<file path="config.mk">
export PLATFORM = sky130hd
export DESIGN_NAME = x86_lazy_flag_evaluator
export DESIGN_NICKNAME = d
export VERILOG_FILES = /design/src/rtl/core/lfe_pkg.sv /design/src/rtl/core/lfe_flag_calc.sv /design/src/rtl/core/x86_lazy_flag_evaluator.sv
export VERILOG_INCLUDE_DIRS = /design/src /design/src/rtl/core
export SDC_FILE = /design/constraint.sdc
export NUM_CORES = 1
export LEC_CHECK = 0
export ABC_AREA = 1
export BUFFER_PORTS_ARGS = -buffer_cell sky130_fd_sc_hd__buf_2
export CAP_MARGIN = 10
export CORE_MARGIN = 3
export CORE_UTILIZATION = 50
export DETAILED_ROUTE_END_ITERATION = 6
export PLACE_DENSITY_LB_ADDON = 0.1
export SKIP_LAST_GASP = 1
export SYNTH_ARGS = -nofsm -noshare
export SYNTH_HDL_FRONTEND = slang
export SYNTH_SLANG_ARGS = --single-unit
</file>
<file path="constraint.sdc">
create_clock -name clk -period 13.8 [get_ports clk]
set_input_delay 0.69 -clock clk [delete_from_list [all_inputs] [get_ports clk]]
set_output_delay 0.69 -clock clk [all_outputs]
set_load 0.005 [all_outputs]
</file>
<file path="src/rtl/core/x86_lazy_flag_evaluator_defines.svh">
// ----------------------------------------------------------------------------
// x86 lazy flag evaluator assertion macros
// Concurrent check macros used by the flag evaluator top level.
// ----------------------------------------------------------------------------
`ifndef X86_LAZY_FLAG_EVALUATOR_DEFINES_SVH
`define X86_LAZY_FLAG_EVALUATOR_DEFINES_SVH

`ifndef NO_ASSERTIONS

// implication checked in the same cycle
`define LFE_ASSERT_NOW(lbl, clk, rst_n, pre, post) \
	lbl: assert property (@(posedge clk) disable iff (!rst_n) (pre) |-> (post)) \
		else $error("x86_lazy_flag_evaluator: same-cycle check failed");

// implication checked in the next cycle
`define LFE_ASSERT_NEXT(lbl, clk, rst_n, pre, post) \
	lbl: assert property (@(posedge clk) disable iff (!rst_n) (pre) |=> (post)) \
		else $error("x86_lazy_flag_evaluator: next-cycle check failed");

`else

`define LFE_ASSERT_NOW(lbl, clk, rst_n, pre, post)
`define LFE_ASSERT_NEXT(lbl, clk, rst_n, pre, post)

`endif

`endif

</file>
<file path="src/rtl/core/lfe_pkg.sv">
// ----------------------------------------------------------------------------
// lfe_pkg
// Types, kind decoding and size helpers for the lazy flag evaluator.
// ----------------------------------------------------------------------------
package lfe_pkg;

	// operation group decoded from the recorded kind
	typedef enum logic [3:0] {
		GRP_ADD,
		GRP_ADC,
		GRP_SUB,
		GRP_SBB,
		GRP_LOGIC,
		GRP_SHL,
		GRP_SHR,
		GRP_MUL,
		GRP_STORED,
		GRP_INC,
		GRP_DEC,
		GRP_BAD
	} kind_grp_t;

	// operand size
	typedef enum logic [1:0] {
		SZ_BYTE,
		SZ_WORD,
		SZ_DWORD
	} op_size_t;

	// jump condition selector, condition bits 3..1
	typedef enum logic [2:0] {
		CC_O,
		CC_B,
		CC_Z,
		CC_BE,
		CC_S,
		CC_P,
		CC_L,
		CC_LE
	} cond_sel_t;

	localparam int unsigned KindW = 5;
	localparam int unsigned DataW = 32;
	localparam int unsigned CondW = 4;
	localparam int unsigned FlagW = 12;

	// eflags bit positions
	localparam int unsigned FlagCf = 0;
	localparam int unsigned FlagPf = 2;
	localparam int unsigned FlagAf = 4;
	localparam int unsigned FlagZf = 6;
	localparam int unsigned FlagSf = 7;
	localparam int unsigned FlagOf = 11;

	// first kind of the increment/decrement range
	localparam logic [KindW-1:0] KindIncFirst = 5'd25;
	localparam logic [KindW-1:0] KindStored = 5'd24;
	// kind with no meaning at all
	localparam logic [KindW-1:0] KindUnsup = 5'd31;

	// status flags plus subtract compare results, one stage to the next
	typedef struct packed {
		logic cf;
		logic pf;
		logic af;
		logic zf;
		logic sf;
		logic of;
		logic be_sub;
		logic lt_sub;
		logic le_sub;
	} flag_set_t;

	function automatic kind_grp_t kind_group(input logic [KindW-1:0] k);
		kind_grp_t g;
		unique case (k)
			5'd0, 5'd1, 5'd2: g = GRP_ADD;
			5'd3, 5'd4, 5'd5: g = GRP_ADC;
			5'd6, 5'd7, 5'd8: g = GRP_SUB;
			5'd9, 5'd10, 5'd11: g = GRP_SBB;
			5'd12, 5'd13, 5'd14: g = GRP_LOGIC;
			5'd15, 5'd16, 5'd17: g = GRP_SHL;
			5'd18, 5'd19, 5'd20: g = GRP_SHR;
			5'd21, 5'd22, 5'd23: g = GRP_MUL;
			5'd24: g = GRP_STORED;
			5'd25, 5'd26, 5'd27: g = GRP_INC;
			5'd28, 5'd29, 5'd30: g = GRP_DEC;
			default: g = GRP_BAD;
		endcase
		return g;
	endfunction

	function automatic op_size_t kind_size(input logic [KindW-1:0] k);
		op_size_t z;
		unique case (k)
			5'd0, 5'd3, 5'd6, 5'd9, 5'd12, 5'd15, 5'd18, 5'd21, 5'd25, 5'd28:
				z = SZ_BYTE;
			5'd1, 5'd4, 5'd7, 5'd10, 5'd13, 5'd16, 5'd19, 5'd22, 5'd26, 5'd29:
				z = SZ_WORD;
			default: z = SZ_DWORD;
		endcase
		return z;
	endfunction

	function automatic logic [DataW-1:0] size_mask(input op_size_t z);
		logic [DataW-1:0] m;
		unique case (z)
			SZ_BYTE: m = 32'h0000_00ff;
			SZ_WORD: m = 32'h0000_ffff;
			default: m = 32'hffff_ffff;
		endcase
		return m;
	endfunction

	// one-hot mask of the sign bit for a size
	function automatic logic [DataW-1:0] sign_mask(input op_size_t z);
		logic [DataW-1:0] m;
		unique case (z)
			SZ_BYTE: m = 32'h0000_0080;
			SZ_WORD: m = 32'h0000_8000;
			default: m = 32'h8000_0000;
		endcase
		return m;
	endfunction

endpackage

</file>
<file path="src/rtl/core/lfe_flag_calc.sv">
// ----------------------------------------------------------------------------
// lfe_flag_calc
// Rebuilds CF, PF, AF, ZF, SF, OF and the subtract compares from the
// recovered operand and carry term of the previous stage.
// ----------------------------------------------------------------------------
module lfe_flag_calc import lfe_pkg::*; (
	input  kind_grp_t        grp,
	input  kind_grp_t        cgrp,
	input  op_size_t         sz,
	input  op_size_t         csz,
	input  logic [DataW-1:0] src,
	input  logic [DataW-1:0] res,
	input  logic [DataW-1:0] y,
	input  logic [DataW-1:0] cx,
	output flag_set_t        flags
);

	logic [DataW-1:0] m_k;
	logic [DataW-1:0] b_k;
	logic [DataW-1:0] m_c;
	logic [DataW-1:0] ca;
	logic [DataW-1:0] cb;
	logic [DataW-1:0] sx;
	logic [DataW-1:0] sz_y;
	logic             src_nz;

	// size masks for the operation and for the carry source
	always_comb begin
		m_k    = size_mask(sz);
		b_k    = sign_mask(sz);
		m_c    = size_mask(csz);
		ca     = cx & m_c;
		cb     = src & m_c;
		sx     = (src ^ b_k) & m_k;
		sz_y   = (y ^ b_k) & m_k;
		src_nz = src != '0;
	end

	always_comb begin
		// carry, from the kind that last set it
		unique case (cgrp)
			GRP_ADD, GRP_SUB: flags.cf = ca < cb;
			GRP_ADC, GRP_SBB: flags.cf = ca <= cb;
			GRP_SHL:          flags.cf = |(src & sign_mask(csz));
			GRP_SHR:          flags.cf = src[0];
			GRP_MUL:          flags.cf = src_nz;
			GRP_STORED:       flags.cf = src[0];
			default:          flags.cf = 1'b0;
		endcase

		// overflow and adjust
		unique case (grp)
			GRP_ADD, GRP_ADC: flags.of = |(~(y ^ src) & (y ^ res) & b_k);
			GRP_SUB, GRP_SBB: flags.of = |((y ^ src) & (y ^ res) & b_k);
			GRP_SHL, GRP_SHR: flags.of = |((src ^ res) & b_k);
			GRP_MUL:          flags.of = src_nz;
			GRP_STORED:       flags.of = src[FlagOf];
			GRP_INC:          flags.of = (res & m_k) == b_k;
			GRP_DEC:          flags.of = (res & m_k) == (m_k >> 1);
			default:          flags.of = 1'b0;
		endcase
		unique case (grp)
			GRP_ADD, GRP_ADC, GRP_SUB, GRP_SBB: flags.af = res[4] ^ y[4] ^ src[4];
			GRP_STORED: flags.af = src[FlagAf];
			GRP_INC:    flags.af = res[3:0] == 4'h0;
			GRP_DEC:    flags.af = res[3:0] == 4'hf;
			default:    flags.af = 1'b0;
		endcase

		// zero, sign, parity
		flags.zf = res == '0;
		flags.sf = (grp == GRP_STORED) ? src[FlagSf] : res[DataW-1];
		flags.pf = (grp == GRP_STORED) ? src[FlagPf] : ~(^res[7:0]);

		// compares of the original subtract operands, y being the minuend
		flags.be_sub = (y & m_k) <= (src & m_k);
		flags.lt_sub = sz_y < sx;
		flags.le_sub = sz_y <= sx;
	end

endmodule

</file>
<file path="src/rtl/core/x86_lazy_flag_evaluator.sv">
// ----------------------------------------------------------------------------
// x86_lazy_flag_evaluator
// Throughput: one beat per cycle; a stage holds only when every stage after
// it is full and the output register holds a beat that is not taken.
// Reset: arst_n clears the stage valid bits; payload registers are not reset.
// Stages: decode, operand recovery add, flag compares, condition select.
// ----------------------------------------------------------------------------
`include "x86_lazy_flag_evaluator_defines.svh"

module x86_lazy_flag_evaluator import lfe_pkg::*; (
	input  logic         clk,
	input  logic         arst_n,
	input  logic         s_tvalid,
	output logic         s_tready,
	// op_kind[4:0], source_value[36:5], result_value[68:37], prior_kind[73:69],
	// prior_result[105:74], condition[109:106], zero fill[111:110]
	input  logic [111:0] s_tdata,
	output logic         m_tvalid,
	input  logic         m_tready,
	// flag_word[11:0], condition_true[12], bad_kind[13], zero fill[15:14]
	output logic [15:0]  m_tdata
);

	// input field split
	logic [KindW-1:0] in_kind;
	logic [DataW-1:0] in_src;
	logic [DataW-1:0] in_res;
	logic [KindW-1:0] in_pkind;
	logic [DataW-1:0] in_pres;
	logic [CondW-1:0] in_cond;
	logic             in_incdec;
	logic [KindW-1:0] in_ckind;

	assign in_kind  = s_tdata[4:0];
	assign in_src   = s_tdata[36:5];
	assign in_res   = s_tdata[68:37];
	assign in_pkind = s_tdata[73:69];
	assign in_pres  = s_tdata[105:74];
	assign in_cond  = s_tdata[109:106];

	// stage advance chain
	logic v_s1, v_s2, v_s3, v_s4;
	logic adv1, adv2, adv3, adv4;

	assign adv4     = !v_s4 || m_tready;
	assign adv3     = !v_s3 || adv4;
	assign adv2     = !v_s2 || adv3;
	assign adv1     = !v_s1 || adv2;
	assign s_tready = adv1;
	assign m_tvalid = v_s4;

	always_ff @(posedge clk or negedge arst_n) begin
		if (!arst_n) begin
			v_s1 <= 1'b0;
			v_s2 <= 1'b0;
			v_s3 <= 1'b0;
			v_s4 <= 1'b0;
		end else begin
			if (adv1) v_s1 <= s_tvalid;
			if (adv2) v_s2 <= v_s1;
			if (adv3) v_s3 <= v_s2;
			if (adv4) v_s4 <= v_s3;
		end
	end

	// stage 1: decode kinds and pick the carry source
	assign in_incdec = in_kind >= KindIncFirst;
	assign in_ckind  = in_incdec ? in_pkind : in_kind;

	kind_grp_t        grp_s1, cgrp_s1;
	op_size_t         sz_s1, csz_s1;
	logic [DataW-1:0] src_s1, res_s1, cr_s1;
	logic [CondW-1:0] cond_s1;
	logic             bad_s1;

	always_ff @(posedge clk) begin
		if (adv1) begin
			grp_s1  <= kind_group(in_kind);
			cgrp_s1 <= kind_group(in_ckind);
			sz_s1   <= kind_size(in_kind);
			csz_s1  <= kind_size(in_ckind);
			src_s1  <= in_src;
			res_s1  <= in_res;
			cr_s1   <= in_incdec ? in_pres : in_res;
			cond_s1 <= in_cond;
			bad_s1  <= (in_kind == KindUnsup) || (in_ckind > KindStored);
		end
	end

	// stage 2: recover the other operand and the carry compare term
	logic [DataW-1:0] y_add;
	logic [DataW-1:0] cx_add;
	logic             y_inv, y_cin, cx_pass, cx_cin;

	always_comb begin
		y_inv   = (grp_s1 == GRP_ADD) || (grp_s1 == GRP_ADC);
		y_cin   = (grp_s1 == GRP_ADD) || (grp_s1 == GRP_SBB);
		cx_pass = (cgrp_s1 == GRP_ADD) || (cgrp_s1 == GRP_ADC);
		cx_cin  = cgrp_s1 == GRP_SBB;
		y_add   = res_s1 + (y_inv ? ~src_s1 : src_s1) + {{(DataW-1){1'b0}}, y_cin};
		cx_add  = cx_pass ? cr_s1 : cr_s1 + src_s1 + {{(DataW-1){1'b0}}, cx_cin};
	end

	kind_grp_t        grp_s2, cgrp_s2;
	op_size_t         sz_s2, csz_s2;
	logic [DataW-1:0] src_s2, res_s2, y_s2, cx_s2;
	logic [CondW-1:0] cond_s2;
	logic             bad_s2;

	always_ff @(posedge clk) begin
		if (adv2) begin
			grp_s2  <= grp_s1;
			cgrp_s2 <= cgrp_s1;
			sz_s2   <= sz_s1;
			csz_s2  <= csz_s1;
			src_s2  <= src_s1;
			res_s2  <= res_s1;
			y_s2    <= y_add;
			cx_s2   <= cx_add;
			cond_s2 <= cond_s1;
			bad_s2  <= bad_s1;
		end
	end

	// stage 3: flags and compares
	flag_set_t flags_c;

	lfe_flag_calc u_flag_calc (
		.grp   (grp_s2),
		.cgrp  (cgrp_s2),
		.sz    (sz_s2),
		.csz   (csz_s2),
		.src   (src_s2),
		.res   (res_s2),
		.y     (y_s2),
		.cx    (cx_s2),
		.flags (flags_c)
	);

	flag_set_t        flags_s3;
	kind_grp_t        grp_s3;
	logic [CondW-1:0] cond_s3;
	logic             bad_s3;
	logic             d31_s3;
	logic             st_cf_s3, st_zf_s3, st_sf_s3, st_of_s3;

	always_ff @(posedge clk) begin
		if (adv3) begin
			flags_s3 <= flags_c;
			grp_s3   <= grp_s2;
			cond_s3  <= cond_s2;
			bad_s3   <= bad_s2;
			d31_s3   <= res_s2[DataW-1];
			st_cf_s3 <= src_s2[FlagCf];
			st_zf_s3 <= src_s2[FlagZf];
			st_sf_s3 <= src_s2[FlagSf];
			st_of_s3 <= src_s2[FlagOf];
		end
	end

	// stage 4: jump condition and flag packing
	cond_sel_t        csel;
	logic             le_sel;
	logic             flg;
	logic [FlagW-1:0] fw;

	always_comb begin
		csel   = cond_sel_t'(cond_s3[CondW-1:1]);
		le_sel = csel == CC_LE;
		unique case (csel)
			CC_O: flg = flags_s3.of;
			CC_B: flg = flags_s3.cf;
			CC_Z: flg = flags_s3.zf;
			CC_BE: begin
				priority if (grp_s3 == GRP_SUB) flg = flags_s3.be_sub;
				else if (grp_s3 == GRP_STORED) flg = st_cf_s3 | st_zf_s3;
				else flg = flags_s3.cf | flags_s3.zf;
			end
			CC_S: flg = flags_s3.sf;
			CC_P: flg = flags_s3.pf;
			default: begin
				priority if (grp_s3 == GRP_SUB)
					flg = le_sel ? flags_s3.le_sub : flags_s3.lt_sub;
				else if ((grp_s3 == GRP_LOGIC) || (grp_s3 == GRP_INC) ||
					(grp_s3 == GRP_DEC))
					flg = d31_s3 | (le_sel & flags_s3.zf);
				else if (grp_s3 == GRP_STORED)
					flg = (st_sf_s3 ^ st_of_s3) | (le_sel & st_zf_s3);
				else
					flg = (flags_s3.sf ^ flags_s3.of) | (le_sel & flags_s3.zf);
			end
		endcase
	end

	always_comb begin
		fw         = '0;
		fw[FlagCf] = flags_s3.cf;
		fw[FlagPf] = flags_s3.pf;
		fw[FlagAf] = flags_s3.af;
		fw[FlagZf] = flags_s3.zf;
		fw[FlagSf] = flags_s3.sf;
		fw[FlagOf] = flags_s3.of;
	end

	logic [FlagW-1:0] flag_word_s4;
	logic             cond_true_s4;
	logic             bad_s4;

	always_ff @(posedge clk) begin
		if (adv4) begin
			flag_word_s4 <= bad_s3 ? '0 : fw;
			cond_true_s4 <= bad_s3 ? 1'b0 : (flg ^ cond_s3[0]);
			bad_s4       <= bad_s3;
		end
	end

	assign m_tdata = {2'b00, bad_s4, cond_true_s4, flag_word_s4};

	// checks
	`LFE_ASSERT_NOW(a_bad_clears_result, clk, arst_n,
		m_tvalid && m_tdata[13], m_tdata[12:0] == 13'd0)
	`LFE_ASSERT_NOW(a_unused_flag_bits_zero, clk, arst_n, m_tvalid,
		(m_tdata[1] == 1'b0) && (m_tdata[3] == 1'b0) && (m_tdata[5] == 1'b0) &&
		(m_tdata[10:8] == 3'd0) && (m_tdata[15:14] == 2'd0))
	`LFE_ASSERT_NEXT(a_accept_fills_s1, clk, arst_n, s_tvalid && s_tready, v_s1)
	`LFE_ASSERT_NEXT(a_stall_holds_s3, clk, arst_n, v_s3 && !adv4,
		v_s3 && $stable(flags_s3) && $stable(cond_s3))

endmodule

</file>
==> results.md <==
- Combinational share of power: 32.6%
- Post-synth ARST share: 1.365%
- Pleak: 9.314 nW
- TritonCTS clock tree: done
- CP peak stage delay: 0.55 ns
- Commonest register cell after synthesis: edfxtp_1
- Die Y: 196.0 µm
- Final Instance Area: 20,250 µm²
- Routed length per instance: 18.33 µm
- WP buf/inv: 0
- Post-synth EDFFs: 289
- Die width: 196.0 µm
- Total Routed Length: 48,390 µm
- Starting Density: 51.51%
- CP Max Fanout: 32
- CTS max path bufs: 3
- Die area: 38,430 µm²
- Placement Cell Area: 19,140 µm²
- Period utilization: 28.48%
- Worst VDD drop: 0.1147 mV
- H-tree levels: 1
- Routability congestion estimate: 0.9261
- N_diodes: 0
- CP max stage cell: nand2_2
- Vias: 14,300
- Worst Hold Class: in -> reg
- Status: finished, final reports clean
- Startpoint types: register
- Detail Placement HPWL: 39,210 µm
- Worst rel slew slack: 27.20%
- GRT Util Overall: 24.92%
- Routed Antenna Nets: 0
- Clk_lat worst skew: 0.60 ns
- Largest net degree at the start of global routing: 88
- Synth Cell Area: 18,060 µm²
- Synth warn: 0
- Reg clk slew, reported paths: 0.06 ns
- Vias per inst: 5.416
- Avg Cell Area, Syn: 8.922 µm²
- Highest clock rate: 254.4 MHz
- Worst-Margin Slew: 1.092 ns
- DRC: 0
- Sequential area share after synthesis: 48.61%
- Worst path cell trace: nor2_1 -> nand2_2 -> xor2_1 -> fa_1 -> fa_1 -> nor3_1 -> nor2_1 -> o21ai_1 -> nand2_1 -> nand4_1 -> nand2_1
- CP arrival: 4.28 ns
- Number of nets in the layout: 2,420
- Internal power: 0.002132 W
- Initial antenna violation count: 1
- Vias in the first global route: 13,620
- Sequential share of power: 40.7%
- Cell variety after synth: 54
- Max-cap violations: 0
- WS Path Type: reg -> reg
- Min Tclk post-route: 3.930 ns
- Gr ovfl total: 0
- Req. time, crit path: 14.15 ns
- Setup repair bufs after CTS: 0
- Clock Sinks: 293
- Clock group share of total power: 26.8%
- Synth Register Bits: 293
- Final Slew Violations: 0
- Synth Instances: 2,024
- Fin Setup TNS: 0 ns
- Wire length of the first global-routing pass: 74,480 µm
- Root buffer cell: clkbuf_16
- CP delay by family, top: simple AND/OR/NAND/NOR gates
- Core ar.: 35,050 µm²
- NetSw: 0.001163 W
- P&R area growth vs syn: 12.14%
- Switching share of power: 35.30%
- Pwr/cell area: 162.7 nW/µm²
- Crit end category: register
- DRT Pass-1 Iters: 6
- Hold-fix buffers, CTS: 1
- Hold Violations, Final: 0
- Setup-failing EPs final: 0
- CTS buffer count: 31
- Skew final: 0.02880 ns
- Post-cts gate resize count: 0
- I/O pin count: 134
- Row count: 68
- PortBufs: 123
- DR iter-0 viols: 1,104
- Layout cells sized above 1: 11.26%
- Unrepaired setup endpoints after global routing: no
metal layers:
metal	vias up	share of wire, %	GRT usage [%]	wire, µm
met3	79	6.5	2.919	3167
met4	0	3.3	7.816	1585
met1	6644	47	37.17	22530
li1	7090	-	-	-
met2	486	44	38.30	21110
met5	-	0	0	0
layout make-up:
type,instances,area [µm²]
clock buffers,37,838.3
clock inverters,21,256.5
fillers,3153,14800
inverters,257,970.9
multi-input cells,1447,8165
flip-flops and latches,293,8778
well taps,455,569.3
repair buffers,130,670.6
final timing paths:
kind                                         start              endpoint  slack, ns  cells past startpoint
setup / recovery           grp_s1[3]$_SDFFCE_PN0P_    y_s2[24]$_DFFE_PP_       9.87                     11
setup reg to reg           grp_s1[3]$_SDFFCE_PN0P_    y_s2[24]$_DFFE_PP_       9.87                     11
max in group asynchronous                   arst_n  m_tvalid$_DFFE_PN0P_      13.26                      2
hold / removal                         s_tdata[33]  src_s1[28]$_DFFE_PP_       0.26                      1
min in group asynchronous                   arst_n      v_s1$_DFFE_PN0P_       0.42                      2
hold reg to reg               cond_s1[2]$_DFFE_PP_  cond_s2[2]$_DFFE_PP_       0.42                      0
power groups by stage:
stage          clock (W)  sequential, W  combinational, W
2_1_floorplan          0        0.00130          0.000788
3_3_place_gp           0        0.00135           0.00103
3_5_place_dp           0        0.00136           0.00106
4_1_cts         0.000899        0.00134           0.00106
5_1_grt         0.000936        0.00136           0.00122
6_report        0.000882        0.00134           0.00107
cell families (layout without fill, tap and decap cells):
group	Yosys count	after routing	synth area share (%)
compound gates	249	249	7.539
xor+xnor	71	71	3.444
fa+ha+maj	144	144	10.14
buf+inv	291	445	6.382
flops	293	293	48.61
mux	33	33	2.051
other cells	1	8	0.02077
simple gates	942	942	21.81
cell usage in the layout (no fill, tap or decap), types with 46 or more instances in the layout:
cell type and count:
buf_2 123, nor2_1 179, xnor2_1 46, o21ai_0 70, inv_1 251, edfxtp_1 289, a21oi_1 124, ha_1 140
nand3_1 100, nand2_1 548
synth_stat cells, drive strengths merged, types with 5 or more instances:
cell	number	area, µm²
nand3	101	510.5
edfxtp	289	8678
a21o	5	37.54
or2	14	87.58
mux2	32	360.4
clkbuf	13	48.80
nand4	34	212.7
xnor2	46	402.9
o21ai	88	447.9
o21bai	7	52.55
ha	140	1752
a21oi	124	620.6
xor2	25	219.0
nand2	556	2107
nor4	11	68.82
nand3b	9	67.56
o211ai	7	62.56
buf	21	137.6
nor2	184	705.7
nor3	29	150.1
inv	255	957.2
per-stage QoR:
step | util (%) | std cells | setup WS [ns] | hold slack, ns | power [W]
after detailed placement | 54.62 | 2581 | 9.786 | 0.4066 | 0.002412
final | 57.77 | 2640 | 9.870 | 0.2641 | 0.003295
after global placement | 54.62 | 2581 | 9.880 | 0.4037 | 0.002381
after CTS | 57.77 | 2640 | 9.907 | 0.2392 | 0.003300
after floorplan | - | 2031 | 8.843 | 0.3944 | 0.002092
after global routing | 57.77 | 2640 | 9.687 | 0.2499 | 0.003513
flip-flops by register name (all words and copies together), names as in the netlist, 2 cells and up:
| signal | flops |
|---|---|
| cgrp_s1 | 4 |
| cgrp_s2 | 4 |
| cond_s1 | 4 |
| cond_s2 | 4 |
| cond_s3 | 4 |
| cr_s1 | 32 |
| csz_s1 | 2 |
| csz_s2 | 2 |
| cx_s2 | 32 |
| flag_word_s4 | 6 |
| flags_s3 | 9 |
| grp_s1 | 4 |
| grp_s2 | 4 |
| grp_s3 | 4 |
| res_s1 | 32 |
| res_s2 | 32 |
| src_s1 | 32 |
| src_s2 | 32 |
| sz_s1 | 2 |
| sz_s2 | 2 |
| y_s2 | 32 |
No activity file was read; power rests on OpenSTA's default activity.
